[config.mk]
export PLATFORM = sky130hd
export DESIGN_NAME = gfsr_tsg_gen
export DESIGN_NICKNAME = d
export VERILOG_FILES = /design/src/hdl/gfsr_tsg_pkg.sv /design/src/hdl/gfsr_tsg_gen.sv
export SDC_FILE = /design/constraint.sdc
export NUM_CORES = 2
export LEC_CHECK = 0
export BUFFER_PORTS_ARGS = -buffer_cell sky130_fd_sc_hd__buf_2
export CORE_AREA = 2 2 272 274
export DETAILED_ROUTE_END_ITERATION = 10
export DIE_AREA = 0 0 274 276
export PLACE_DENSITY = 0.7
export SYNTH_ARGS = -nofsm -noshare
export SYNTH_HDL_FRONTEND = slang
export SYNTH_SLANG_ARGS = --single-unit
[constraint.sdc]
create_clock -name clk -period 25.1 [get_ports clk]
set_clock_uncertainty 0.05 [all_clocks]
set_input_delay 5.02 -clock clk [delete_from_list [all_inputs] [get_ports clk]]
set_output_delay 5.02 -clock clk [all_outputs]
set_load 0.05 [all_outputs]
[src/hdl/gfsr_tsg_pkg.sv]
package gfsr_tsg_pkg;

  localparam int unsigned LAG_WORDS     = 17;
  localparam int unsigned MIX_SPAN      = 32;
  localparam int unsigned WORD_W        = 32;
  localparam int unsigned BYTE_W        = 8;
  localparam int unsigned DIV60_SHIFT   = 37;
  localparam int unsigned LAG_SHL       = 23;
  localparam int unsigned LAG_SHR       = 9;

  localparam logic [WORD_W-1:0] LCG_MUL     = 32'h5D58_8B65;
  localparam logic [WORD_W-1:0] LCG_INC     = 32'h0000_0001;
  localparam logic [WORD_W-1:0] DIV60_RECIP = 32'h8888_8889;
  localparam logic [9:0]        COUNT_DONE  = 10'h208;

  typedef enum logic {
    KIND_SEED = 1'b0,
    KIND_READ = 1'b1
  } kind_t;

endpackage

[src/hdl/gfsr_tsg_gen.sv]
module gfsr_tsg_gen
  import gfsr_tsg_pkg::*;
#(
  parameter int unsigned TABLE_SIZE = 521,
  parameter int unsigned AW         = 10
) (
  input  logic              clk,
  input  logic              rst_n,
  input  logic              start,
  input  logic [WORD_W-1:0] tick,
  output logic              wr_en,
  output logic [AW-1:0]     wr_addr,
  output logic [BYTE_W-1:0] wr_data,
  output logic              done
);

  typedef enum logic [2:0] {
    G_IDLE,
    G_DIV,
    G_LCG,
    G_PRE,
    G_EXP
  } gen_state_t;

  gen_state_t        state_r, state_nxt;
  logic [WORD_W-1:0] tick_r, tick_nxt;
  logic [WORD_W-1:0] s_r, s_nxt;
  logic [WORD_W-1:0] acc_r, acc_nxt;
  logic [4:0]        bit_cnt_r, bit_cnt_nxt;
  logic [4:0]        word_cnt_r, word_cnt_nxt;
  logic [AW-1:0]     step_r, step_nxt;
  logic [WORD_W-1:0] win_r [LAG_WORDS];
  logic [WORD_W-1:0] win_nxt [LAG_WORDS];

  logic [2*WORD_W-1:0] div_prod;
  logic [WORD_W-1:0]   lcg_next;
  logic                last_step;

  assign div_prod  = {{WORD_W{1'b0}}, tick_r} * {{WORD_W{1'b0}}, DIV60_RECIP};
  assign lcg_next  = s_r * LCG_MUL + LCG_INC;
  assign last_step = (step_r == AW'(TABLE_SIZE - 1));

  assign wr_en   = (state_r == G_EXP);
  assign wr_addr = step_r;
  assign wr_data = win_r[0][BYTE_W-1:0];
  assign done    = (state_r == G_EXP) && last_step;

  always_comb begin
    state_nxt    = state_r;
    tick_nxt     = tick_r;
    s_nxt        = s_r;
    acc_nxt      = acc_r;
    bit_cnt_nxt  = bit_cnt_r;
    word_cnt_nxt = word_cnt_r;
    step_nxt     = step_r;
    for (int k = 0; k < LAG_WORDS; k++) begin
      win_nxt[k] = win_r[k];
    end
    case (state_r)
      G_IDLE: begin
        if (start) begin
          tick_nxt  = tick;
          state_nxt = G_DIV;
        end
      end
      G_DIV: begin
        s_nxt        = WORD_W'(div_prod >> DIV60_SHIFT);
        bit_cnt_nxt  = '0;
        word_cnt_nxt = '0;
        state_nxt    = G_LCG;
      end
      G_LCG: begin
        s_nxt       = lcg_next;
        acc_nxt     = {lcg_next[WORD_W-1], acc_r[WORD_W-1:1]};
        bit_cnt_nxt = bit_cnt_r + 5'd1;
        if (bit_cnt_r == 5'(WORD_W - 1)) begin
          for (int k = 0; k < LAG_WORDS - 1; k++) begin
            win_nxt[k] = win_r[k+1];
          end
          win_nxt[LAG_WORDS-1] = acc_nxt;
          word_cnt_nxt = word_cnt_r + 5'd1;
          if (word_cnt_r == 5'(LAG_WORDS - 1)) begin
            state_nxt = G_PRE;
          end
        end
      end
      G_PRE: begin
        win_nxt[LAG_WORDS-1] = (win_r[LAG_WORDS-1] << LAG_SHL) ^ (win_r[0] >> LAG_SHR)
                               ^ win_r[LAG_WORDS-2];
        step_nxt  = '0;
        state_nxt = G_EXP;
      end
      G_EXP: begin
        for (int k = 0; k < LAG_WORDS - 1; k++) begin
          win_nxt[k] = win_r[k+1];
        end
        win_nxt[LAG_WORDS-1] = (win_r[0] << LAG_SHL) ^ (win_r[1] >> LAG_SHR)
                               ^ win_r[LAG_WORDS-1];
        step_nxt = step_r + AW'(1);
        if (last_step) begin
          state_nxt = G_IDLE;
        end
      end
      default: begin
        state_nxt = G_IDLE;
      end
    endcase
  end

  always_ff @(posedge clk) begin
    if (!rst_n) begin
      state_r <= G_IDLE;
    end else begin
      state_r <= state_nxt;
    end
    tick_r     <= tick_nxt;
    s_r        <= s_nxt;
    acc_r      <= acc_nxt;
    bit_cnt_r  <= bit_cnt_nxt;
    word_cnt_r <= word_cnt_nxt;
    step_r     <= step_nxt;
    for (int k = 0; k < LAG_WORDS; k++) begin
      win_r[k] <= win_nxt[k];
    end
  end

endmodule

==> metrics.txt <==
Metal-1 WL=37500 um; clk slew on worst S/H paths=0.07 ns; Synth Area per Inst=14.0 um2; register area share after synthesis=50.1%; post-synth design cell area=39600 um2; CTS HTree Levels=3; area grow syn2layout=9.51%; # diodes=0; filler cell count=5575; prevailing post-synth register cell=edfxtp_1; Post-synth EDFFs=659; Clock Tree Root=clkbuf_16; WP buf/inv=6; #FFs+latches synth=662; DRC viols=0; met2 routed WL=40800 um; Starting Density=54.5%; routed vias=21100; RR Startpoint=s_r[14]; GRT Total Usage=22.7%; Placeable Area=72600 um2; CP dominant cell by count=fa_1; Critical Setup Path Class=reg2reg; Routed WL=83300 um; Final Max Slew Viols=0; Worst Setup End Kind=flop; final setup TNS=0 ns; nature of the critical path startpoint=flop; final cell count without fillers=3946; nets@finish=3785; RSZ-0062 raised after global routing=false; final core occ=59.7%; IO Pins=55; initial antenna violation count=0; PostCTS Resize Cnt=0; CP top delay family=adder cells; die area=75600 um2; Antenna Nets Post-Route=0; global-route wire length before repair=130000 um; FMAX=0.140 GHz; global route overflow=0; area leader, netlist=edfxtp_1; placed insts=3820; DR WL met3=3220 um; DRT iter0 DRCs=1495; slowest CP cell=edfxtp_1; Mapped Nets=3679; Hold Startpoint=win_r[0][82]; final hold vios=0; Worst EP arrival=7.45 ns; post-CTS setup repair buffer count=0; final worst-path setup slack=17.93 ns; post-DP HPWL=62500 um; Cell variety after synth=75; final setup vio count=0; I/O Buffers=54; CTS Buffer Depth=3; status=complete, no violations; DR WL/cell=21.1 um; max-cap violations=0; Mapped Cells=2826; relative slew slack=28.8%; Site Rows=99; highest metal used=met4; Synth Warn #=0; crit path cell chain=ha_1, fa_1, fa_1, inv_1, fa_1, inv_1, fa_1, inv_1, fa_1, inv_1, fa_1, inv_1, fa_1, inv_1, ha_1, a21o_1, a21o_1, a21oi_1, a21oi_2, a211oi_2, a21oi_1, xnor2_1, o221ai_1; Hold/Removal Path Class=reg2reg; vias in the first global route=22900; largest net degree at the start of global routing=191; Sink Count=662; routability cong.=0.920; Final period util=28.6%; layout cells sized above 1=7.10%; CTS tree=done; Die Wd=274 um; clk_lat worst skew=0.61 ns; area share of the largest cell type after synthesis=50.0%; dominant cells by area after synthesis=edfxtp_1, fa_1, ha_1; Chip Height=276 um; CTS buffer count=69; vias per inst=5.35; crit-path max FO=6; Final min period=7.17 ns; Worst-Margin Slew=1.07 ns; Synth async-reset ratio=0%; Pre-antenna DRT Iters=5; hold buffers post-CTS=0; CP Launch Point=s_r[14]; highest cell delay on the worst timing path=0.53 ns; WP data required=25.38 ns; DP Worst Slack=18.01 ns
==> area by class of cell <==
cell class / instances / area, um2 / area share (%)
repair buffers: 67 / 380 / 0.877
multi-input cells: 1528 / 17300 / 40.0
flip-flops and latches: 662 / 19800 / 45.8
clock buffers: 80 / 1810 / 4.18
inverters: 604 / 2270 / 5.23
well taps: 959 / 1200 / 2.77
clock inverters: 46 / 517 / 1.19
==> placed cells by master (no fill, tap or decap), types with 7 or more instances in the layout <==
cell	synthesis	layout
nand2_1	86	84
clkbuf_16	0	71
nand4_1	11	11
o21ai_0	34	34
a211oi_1	11	11
nand2b_1	7	7
ha_1	498	498
clkinv_1	0	12
o221ai_1	33	33
edfxtp_1	659	659
nor2b_1	8	8
inv_1	604	603
fa_1	320	320
nor3_1	12	11
buf_4	8	12
xor2_1	35	35
nand3_1	16	16
bufinv_16	0	8
a31oi_1	8	8
nor2_1	68	67
o21a_1	15	15
a21o_1	43	43
buf_2	0	54
clkinv_2	0	14
and3_1	13	13
xnor2_1	124	124
a21oi_1	85	85
clkbuf_1	21	9
or3_1	7	7
==> routing by layer <==
metal,vias up,GRT usage [%]
met5,-,0
met4,0,5.28
met3,107,3.13
met2,432,37.5
met1,10700,32.0
li1,9873,-
==> cell usage after synthesis (6+ instances only) <==
master and number:
xnor2_1 124, a211oi_1 11, o221ai_1 33, a21o_1 43
clkbuf_1 21, inv_1 604, xor2_1 35, edfxtp_1 659
buf_4 8, fa_1 320, a31oi_1 8, nand4_1 11
nor3_1 12, and3_1 13, a21oi_1 85, ha_1 498
or3_1 7, nor2_1 68, o22ai_1 6, nand2_1 86
o21ai_0 34, nor2b_1 8, nand2b_1 7, o21a_1 15
nand3_1 16, o21ai_1 6
==> path summary, 6_finish.rpt <==
kind                            cells past startpoint  slack, ns             to
worst max-delay path                               23      17.93  win_r[0][543]
worst min-delay path                                0       0.36   win_r[0][50]
worst max register to register                     23      17.93  win_r[0][543]
worst min register to register                      0       0.36   win_r[0][50]
==> sequential cells by signal (all words and copies together), names as in the netlist <==
signal and cells:
word_cnt_r 5, tick_r 32, acc_r 31, bit_cnt_r 5, win_r 544, wr_addr 10
state_r 3, s_r 32
==> per-stage QoR <==
step | instance area, um2 | hold WS, ns
2_1_floorplan | 39600 | 0.350
6_report | 43400 | 0.357
3_5_place_dp | 41000 | 0.355
4_1_cts | 43400 | 0.355
3_3_place_gp | 41000 | 0.351
5_1_grt | 43400 | 0.353
==> logic make-up after synthesis <==
group	synth area share [%]
fa+ha+maj	31.9
buf+inv	6.14
simple gates	3.31
compound gates	4.91
flops	50.1
xor+xnor	3.52
mux	0.0790
==> worst register-to-register path: stages (launching register included) <==
cell and delay (ns):
edfxtp_1 0.53, ha_1 0.39, fa_1 0.51, fa_1 0.53
inv_1 0.05, fa_1 0.48, inv_1 0.06, fa_1 0.50
inv_1 0.06, fa_1 0.52, inv_1 0.05, fa_1 0.47
inv_1 0.05, fa_1 0.47, inv_1 0.04, ha_1 0.34
a21o_1 0.19, a21o_1 0.17, a21oi_1 0.21, a21oi_2 0.13
a211oi_2 0.50, a21oi_1 0.17, xnor2_1 0.30, o221ai_1 0.14
Power is not shown: default switching activity piles up to over one toggle a cycle in this logic, so the estimate is an artifact.
